===== config.mk =====
export PLATFORM = sky130hd
export DESIGN_NAME = stepper_homing_position_driver_core
export DESIGN_NICKNAME = d
export VERILOG_FILES = /design/src/sv/shdrv_pkg.sv /design/src/sv/shdrv_core.sv /design/src/sv/stepper_homing_position_driver_core.sv
export VERILOG_INCLUDE_DIRS = /design/src /design/src/sv
export SDC_FILE = /design/constraint.sdc
export NUM_CORES = 1
export LEC_CHECK = 0
export ABC_AREA = 1
export BUFFER_PORTS_ARGS = -buffer_cell sky130_fd_sc_hd__buf_4
export CAP_MARGIN = 20
export CORE_ASPECT_RATIO = 0.8
export CORE_MARGIN = 4
export CORE_UTILIZATION = 50
export DETAILED_ROUTE_END_ITERATION = 10
export PLACE_DENSITY = 0.87
export SLEW_MARGIN = 0
export SYNTH_ARGS = -nofsm -noshare
export SYNTH_HDL_FRONTEND = slang
export SYNTH_SLANG_ARGS = --single-unit
export TNS_END_PERCENT = 10

===== constraint.sdc =====
create_clock -name clk -period 3.85 [get_ports clk]
set_input_delay 0.385 -clock clk [delete_from_list [all_inputs] [get_ports clk]]
set_output_delay 0.385 -clock clk [all_outputs]
set_load 0.05 [all_outputs]

===== src/sv/stepper_homing_position_driver_core_assert.svh =====
// ----------------------------------------------------------------------------
// Assertion macros for the stepper homing driver
// Short wrappers for clocked concurrent assertions used in the RTL.
// ----------------------------------------------------------------------------
`ifndef STEPPER_HOMING_POSITION_DRIVER_CORE_ASSERT_SVH
`define STEPPER_HOMING_POSITION_DRIVER_CORE_ASSERT_SVH

// Checked on every rising edge of clk, ignored while reset is asserted.
`define SHDRV_ASSERT_CLK(lbl, prop, msg) \
	lbl: assert property (@(posedge clk) disable iff (!arst_n) prop) else $error(msg);

// Checked on every rising edge of clk, reset included.
`define SHDRV_ASSERT_ALWAYS(lbl, prop, msg) \
	lbl: assert property (@(posedge clk) prop) else $error(msg);

`endif


===== src/sv/shdrv_pkg.sv =====
// ----------------------------------------------------------------------------
// Stepper homing driver package
// Shared types, register map and the full-step coil table.
// ----------------------------------------------------------------------------
package shdrv_pkg;

	// Width of the step interval register and its reset value.
	localparam int unsigned CFG_W = 10;
	localparam logic [CFG_W-1:0] STEP_INTERVAL_RESET = 10'd10;

	// APB register map.
	localparam int unsigned PADDR_W = 3;
	localparam int unsigned PDATA_W = 32;
	localparam logic [PADDR_W-1:0] ADDR_STEP_INTERVAL = 3'd0;

	// Stream payload widths, padded to whole bytes.
	localparam int unsigned IN_TDATA_W  = 40;
	localparam int unsigned OUT_TDATA_W = 40;

	// One result item.
	typedef struct packed {
		logic              stepped;
		logic              homed;
		logic signed [31:0] position;
		logic [3:0]        coil_pattern;
	} res_t;

	// Full-step drive pattern for a given phase.
	function automatic logic [3:0] coil_lookup(input logic [1:0] phase);
		logic [3:0] pat;
		case (phase)
			2'd0: pat = 4'b1001;
			2'd1: pat = 4'b1100;
			2'd2: pat = 4'b0110;
			2'd3: pat = 4'b0011;
			default: pat = 4'b0000;
		endcase
		return pat;
	endfunction

endpackage


===== src/sv/shdrv_core.sv =====
// ----------------------------------------------------------------------------
// Stepper homing driver step logic
// Holds the driver state and computes one tick's update and result.
// ----------------------------------------------------------------------------
`include "stepper_homing_position_driver_core_assert.svh"

module shdrv_core #(
	parameter int unsigned INTERVAL_WIDTH = 10
) (
	input  logic                            clk,
	input  logic                            arst_n,
	input  logic                            adv,
	input  logic                            limit_low,
	input  logic signed [31:0]              target_position,
	input  logic [shdrv_pkg::CFG_W-1:0]     step_interval,
	output shdrv_pkg::res_t                 res
);

	localparam int unsigned CMP_W =
		(INTERVAL_WIDTH > shdrv_pkg::CFG_W) ? INTERVAL_WIDTH : shdrv_pkg::CFG_W;

	logic                      homed_q;
	logic signed [31:0]        pos_q;
	logic [1:0]                phase_q;
	logic [INTERVAL_WIDTH-1:0] ticks_q;
	logic [3:0]                coil_q;

	logic [INTERVAL_WIDTH-1:0] ticks_inc;
	logic                      due;
	logic [1:0]                phase_dec;
	logic                      homed_n;
	logic signed [31:0]        pos_n;
	logic [1:0]                phase_n;
	logic [INTERVAL_WIDTH-1:0] ticks_n;
	logic [3:0]                coil_n;
	logic                      stepped;

	always_comb begin
		ticks_inc = (ticks_q == '1) ? ticks_q : ticks_q + 1'b1;
		due       = CMP_W'(ticks_inc) >= CMP_W'(step_interval);
		phase_dec = phase_q - 2'd1;

		homed_n = homed_q;
		pos_n   = pos_q;
		phase_n = phase_q;
		ticks_n = ticks_inc;
		coil_n  = coil_q;
		stepped = 1'b0;

		if (!homed_q) begin
			if (!limit_low) begin
				// Home switch reached: zero the position, no step this tick.
				pos_n   = '0;
				homed_n = 1'b1;
			end else if (due) begin
				phase_n = phase_dec;
				coil_n  = shdrv_pkg::coil_lookup(phase_dec);
				ticks_n = '0;
				stepped = 1'b1;
			end
		end else if (due && (target_position != pos_q)) begin
			if (target_position > pos_q) begin
				pos_n = pos_q + 32'sd1;
			end else begin
				pos_n = pos_q - 32'sd1;
			end
			coil_n  = shdrv_pkg::coil_lookup(pos_n[1:0]);
			ticks_n = '0;
			stepped = 1'b1;
		end

		res.coil_pattern = coil_n;
		res.position     = pos_n;
		res.homed        = homed_n;
		res.stepped      = stepped;
	end

	always_ff @(posedge clk or negedge arst_n) begin
		if (!arst_n) begin
			homed_q <= 1'b0;
			pos_q   <= '0;
			phase_q <= '0;
			ticks_q <= '0;
			coil_q  <= '0;
		end else if (adv) begin
			homed_q <= homed_n;
			pos_q   <= pos_n;
			phase_q <= phase_n;
			ticks_q <= ticks_n;
			coil_q  <= coil_n;
		end
	end

	`SHDRV_ASSERT_CLK(a_homed_sticky, homed_q |=> homed_q, "homed flag dropped")
	`SHDRV_ASSERT_ALWAYS(a_pos_zero_unhomed, (!homed_q) |-> (pos_q == '0), "position moved before homing")
	`SHDRV_ASSERT_CLK(a_home_found, (adv && !homed_q && !limit_low) |=> (homed_q && pos_q == '0), "home not taken")
	`SHDRV_ASSERT_CLK(a_step_clears_ticks, (adv && stepped) |=> (ticks_q == '0), "tick count not cleared on step")

endmodule


===== src/sv/stepper_homing_position_driver_core.sv =====
// ----------------------------------------------------------------------------
// Stepper homing position driver
// Full-step driver that homes on an active-low switch, then tracks a target.
// ----------------------------------------------------------------------------
// Path: an accepted tick item is held in stage 1, and its result in the result register.
// Throughput: one item per cycle while the sink takes results; the single step stage between the input
// register and the result register sets this rate.
// Reset: arst_n clears both stages, the state (not homed, position zero,
// coils off) and sets the step interval to 10 ticks.
module stepper_homing_position_driver_core #(
	parameter int unsigned INTERVAL_WIDTH = 10
) (
	input  logic                                  clk,
	input  logic                                  arst_n,
	// Tick items in.
	input  logic                                  s_tvalid,
	output logic                                  s_tready,
	// [0] limit_low, [32:1] target_position, [39:33] zero
	input  logic [shdrv_pkg::IN_TDATA_W-1:0]      s_tdata,
	// Result items out.
	output logic                                  m_tvalid,
	input  logic                                  m_tready,
	// [3:0] coil_pattern, [35:4] position, [36] homed, [37] stepped, [39:38] zero
	output logic [shdrv_pkg::OUT_TDATA_W-1:0]     m_tdata,
	// Register access.
	input  logic                                  psel,
	input  logic                                  penable,
	input  logic                                  pwrite,
	input  logic [shdrv_pkg::PADDR_W-1:0]         paddr,
	input  logic [shdrv_pkg::PDATA_W-1:0]         pwdata,
	output logic [shdrv_pkg::PDATA_W-1:0]         prdata,
	output logic                                  pready
);

	// Configuration register. Bits above the register width are dropped and
	// writes to any other address are ignored.
	logic [shdrv_pkg::CFG_W-1:0] step_interval_q;

	assign pready = 1'b1;

	always_ff @(posedge clk or negedge arst_n) begin
		if (!arst_n) begin
			step_interval_q <= shdrv_pkg::STEP_INTERVAL_RESET;
		end else if (psel && penable && pwrite && pready &&
			(paddr == shdrv_pkg::ADDR_STEP_INTERVAL)) begin
			step_interval_q <= pwdata[shdrv_pkg::CFG_W-1:0];
		end
	end

	always_comb begin
		prdata = '0;
		if (paddr == shdrv_pkg::ADDR_STEP_INTERVAL) begin
			prdata = shdrv_pkg::PDATA_W'(step_interval_q);
		end
	end

	// Stage 1 holds the accepted tick item; the result stage holds the item
	// that waits for the sink. State updates when stage 1 moves into the
	// result stage, so the sink's stall holds everything behind it.
	logic               valid_s1;
	logic               limit_low_s1;
	logic signed [31:0] target_s1;
	logic               valid_s2;
	shdrv_pkg::res_t    res_s2;
	shdrv_pkg::res_t    res_next;
	logic               adv;

	assign adv      = valid_s1 && (!valid_s2 || m_tready);
	assign s_tready = !valid_s1 || adv;

	always_ff @(posedge clk or negedge arst_n) begin
		if (!arst_n) begin
			valid_s1 <= 1'b0;
		end else if (s_tready) begin
			valid_s1 <= s_tvalid;
		end
	end

	always_ff @(posedge clk) begin
		if (s_tready && s_tvalid) begin
			limit_low_s1 <= s_tdata[0];
			target_s1    <= s_tdata[32:1];
		end
	end

	shdrv_core #(
		.INTERVAL_WIDTH (INTERVAL_WIDTH)
	) u_core (
		.clk             (clk),
		.arst_n          (arst_n),
		.adv             (adv),
		.limit_low       (limit_low_s1),
		.target_position (target_s1),
		.step_interval   (step_interval_q),
		.res             (res_next)
	);

	always_ff @(posedge clk or negedge arst_n) begin
		if (!arst_n) begin
			valid_s2 <= 1'b0;
		end else if (!valid_s2 || m_tready) begin
			valid_s2 <= valid_s1;
		end
	end

	always_ff @(posedge clk) begin
		if (adv) begin
			res_s2 <= res_next;
		end
	end

	assign m_tvalid = valid_s2;
	assign m_tdata  = {2'b00, res_s2.stepped, res_s2.homed, res_s2.position,
		res_s2.coil_pattern};

endmodule

==> results.toml <==
[status]
run_status = "finished clean"

[synth]
muxShareOfSynthArea_pct = 0.1323
synthCells = 1044
synth_top_family_by_area = "simple AND/OR/NAND/NOR gates"
synth_area_mm2 = 0.008514
synth_xor_area_share_pct = 2.572
yosysWarnings = 0
ys_seq_area_share_pct = 43.00
synth_compound_area_share_pct = 14.93
synth-simple-area-share_pct = 19.54
synthAdderAreaFrac_pct = 10.96
avgSynthCellArea_um2 = 8.156
synth-seq-cells = 132
yosysUniqueCellTypes = 43

[detailed_routing]
vias_per_cell = 5.525
drt_iter0_drc = 761
vias = 8182
wl_per_cell_um = 17.02
drt_wl_total_um = 25210
drtPass1Iterations = 5
drc = 0
drtAntennaViolNets = 0

[timing]
worst_clock_skew_ps = 20.17
period_minus_slack_ps = 3846
hold_ws_ps = 65.10
max_freq_mhz = 260.0
timing.final.ws_setup_ps = 3.866
setup_violations = 0
hold_viol_final = 0
max_slew_margin_pct = 30.02
slew_viol_final = 0
tightest_slew_ps = 1049
timing.final.crit_share_pct = 99.90
finalSetupTns_ps = 0
rsz0062_at_grt = "yes"

[finish]
final_cell_mix = "nand2_1 (245), buf_4 (206), inv_1 (96), o21ai_0 (78), edfxtp_1 (71)"
fill_cells = 1205
layout_commonest_cell = "nand2_1"
final_core_util_pct = 68.38
drive_gt1_share_pct = 30.13
area_growth_pct = 33.37
multi_input_area_mm2 = 0.004726
seqCellArea_mm2 = 0.003669
final_nets = 1404
antenna_cells = 0

[worst_hold_path]
hp-class = "input pin to asynchronous set/reset pin"

[critical_path]
crit_family = "simple AND/OR/NAND/NOR gates"
critPathArrivalTime_ps = 4020
cp-end-kind = "register"
path_buf_inv = 3
critPathLaunchType = "register"
crit_fanout = 6
crit_path_start = "target_s1[18]"
crit_slowest_cell = "edfxtp_1"
worstPathCellList = "ha_1, nand2_1, inv_1, nand2_1, nand2_1, nand2_1, a21oi_2, nor2_2, nand2_1, nand2_2, nand3_4, buf_12, ha_2, a21oi_2, o21ai_0, a21oi_1, nand2_2, a21oi_2, inv_1, nand2_1, nand3_2, nand2_1, nand2_1"
crit_type = "register to register"
cpMostUsedCell = "nand2_1"
critPathMaxStageDelay_ps = 420
crit_required_ps = 4030
rr_startpoint = "target_s1[18]"

[power]
leakagePower_nw = 5.290
seqPwrFrac_pct = 22.1
swShare_pct = 45.05
p_int_mw = 5.438
p_per_area_mw_per_mm2 = 871.5
p_clk_share_pct = 16.2
switchingPower_mw = 4.458
ir_worst_vdd_mv = 0.5978
p_comb_share_pct = 61.8

[job]
maxCapViolCount = 0

[clock_tree]
clkTransAtPathRegs_ps = 60
root_buffer = "clkbuf_16"
cts_sinks = 132
ctsHoldBuffers = 0
htree_levels = 4
cts_tree = "done"
numCtsBuffers = 17
clk_latency_ps = 440
cts.path.max_buffers = 2

[placement]
port_buffers = 102
gp_congestion = 0.9325
dp_hpwl_um = 16420
place_ws_ps = 2.644

[floorplan]
fp.dieW_um = 153.9
rows = 42
die_area_mm2 = 0.01919
start_util_pct = 51.27
fp.coreArea_mm2 = 0.01661
die-height_um = 124.7
io_pins = 157

[global_routing]
overflow = 0
grt_pass1_vias = 7710
grt_pass1_wl_um = 36760
antenna_found_initial = 0
grt_usage_pct = 23.49
grt_max_degree = 105
flip-flops by register name, indices dropped and copies added, names as in the netlist, 2 cells and up:
name	cells
m_tdata	38
target_s1	32
u_core.pos_q	32
step_interval_q	10
u_core.ticks_q	10
u_core.coil_q	4
u_core.phase_q	2
Yosys cell counts (all sizes together):
cell / count / area (µm²)
clkbuf: 15 / 57.55
dfstp: 2 / 52.55
xnor2: 3 / 26.28
nor4: 3 / 18.77
clkinv: 1 / 3.750
nand3: 45 / 225.2
o21a: 6 / 45.04
mux2: 1 / 11.26
dfrtp: 59 / 1476
nand4: 9 / 68.81
o31ai: 1 / 7.510
nor2: 72 / 277.8
ha: 73 / 913.4
nand3b: 3 / 22.52
nor3: 9 / 45.04
nand2: 265 / 999.7
a31oi: 2 / 12.51
edfxtp: 71 / 2132
a21oi: 87 / 439.2
a21o: 8 / 60.06
o211ai: 5 / 37.54
o21bai: 2 / 15.01
buf: 35 / 254.0
o2111ai: 3 / 32.53
o21ai: 122 / 614.3
conb: 2 / 7.510
fa: 1 / 20.02
a21boi: 1 / 7.510
xor2: 22 / 192.7
or3: 1 / 6.260
inv: 115 / 431.7
stage by stage:
step	cell area (µm²)	std cells	total power [mW]
floorplan	8606	1067	5.377
global placement	10020	1427	7.067
detailed placement	10020	1427	7.217
CTS	10620	1459	8.895
global route	11360	1481	10.51
finish	11360	1481	9.896
area by class of cell:
cell class | count | area share [%]
Clock inverter | 13 | 1.190
Timing Repair Buffer | 212 | 14.72
Inverter | 116 | 3.845
Clock buffer | 19 | 3.900
Tap cell | 220 | 2.424
Multi-Input combinational cell | 769 | 41.62
Sequential cell | 132 | 32.30
metal layers:
layer | wire length (µm) | global-route usage, %
met1 | 10300 | 31.37
met2 | 11970 | 37.66
met3 | 2047 | 4.689
met4 | 894 | 9.242
met5 | 0 | 0
cell families after synthesis:
group           Yosys count
mux                       1
other cells               2
simple gates            407
compound gates          237
xor+xnor                 25
buf+inv                 166
flops                   132
fa+ha+maj                74
final timing paths:
path / end / slack (ps) / cells past startpoint
hold reg to reg: u_core.coil_q[1] / 510 / 2
min in group clk: target_s1[20] / 120 / 1
setup reg to reg: m_tdata[35] / 4 / 23
hold / removal: step_interval_q[2] / 70 / 1
max in group asynchronous: u_core.pos_q[22] / 3170 / 1
setup / recovery: m_tdata[35] / 4 / 23
power by group through the flow:
| stage | Clock, mW | Sequential, mW | Combinational, mW |
|---|---|---|---|
| after detailed placement | 0 | 2.17 | 5.05 |
| after global routing | 1.68 | 2.21 | 6.61 |
| final | 1.60 | 2.18 | 6.11 |
| after floorplan | 0 | 2.59 | 2.79 |
| after global placement | 0 | 2.16 | 4.91 |
| after CTS | 1.61 | 2.15 | 5.13 |
what timing repair did:
item	4_1_cts	5_1_grt
pin swaps	0	25
gates cloned	0	2
resized for setup	5	144
buffers inserted	0	19
endpoints found under the setup margin	7	70
No activity file was read; power rests on OpenSTA's default activity.
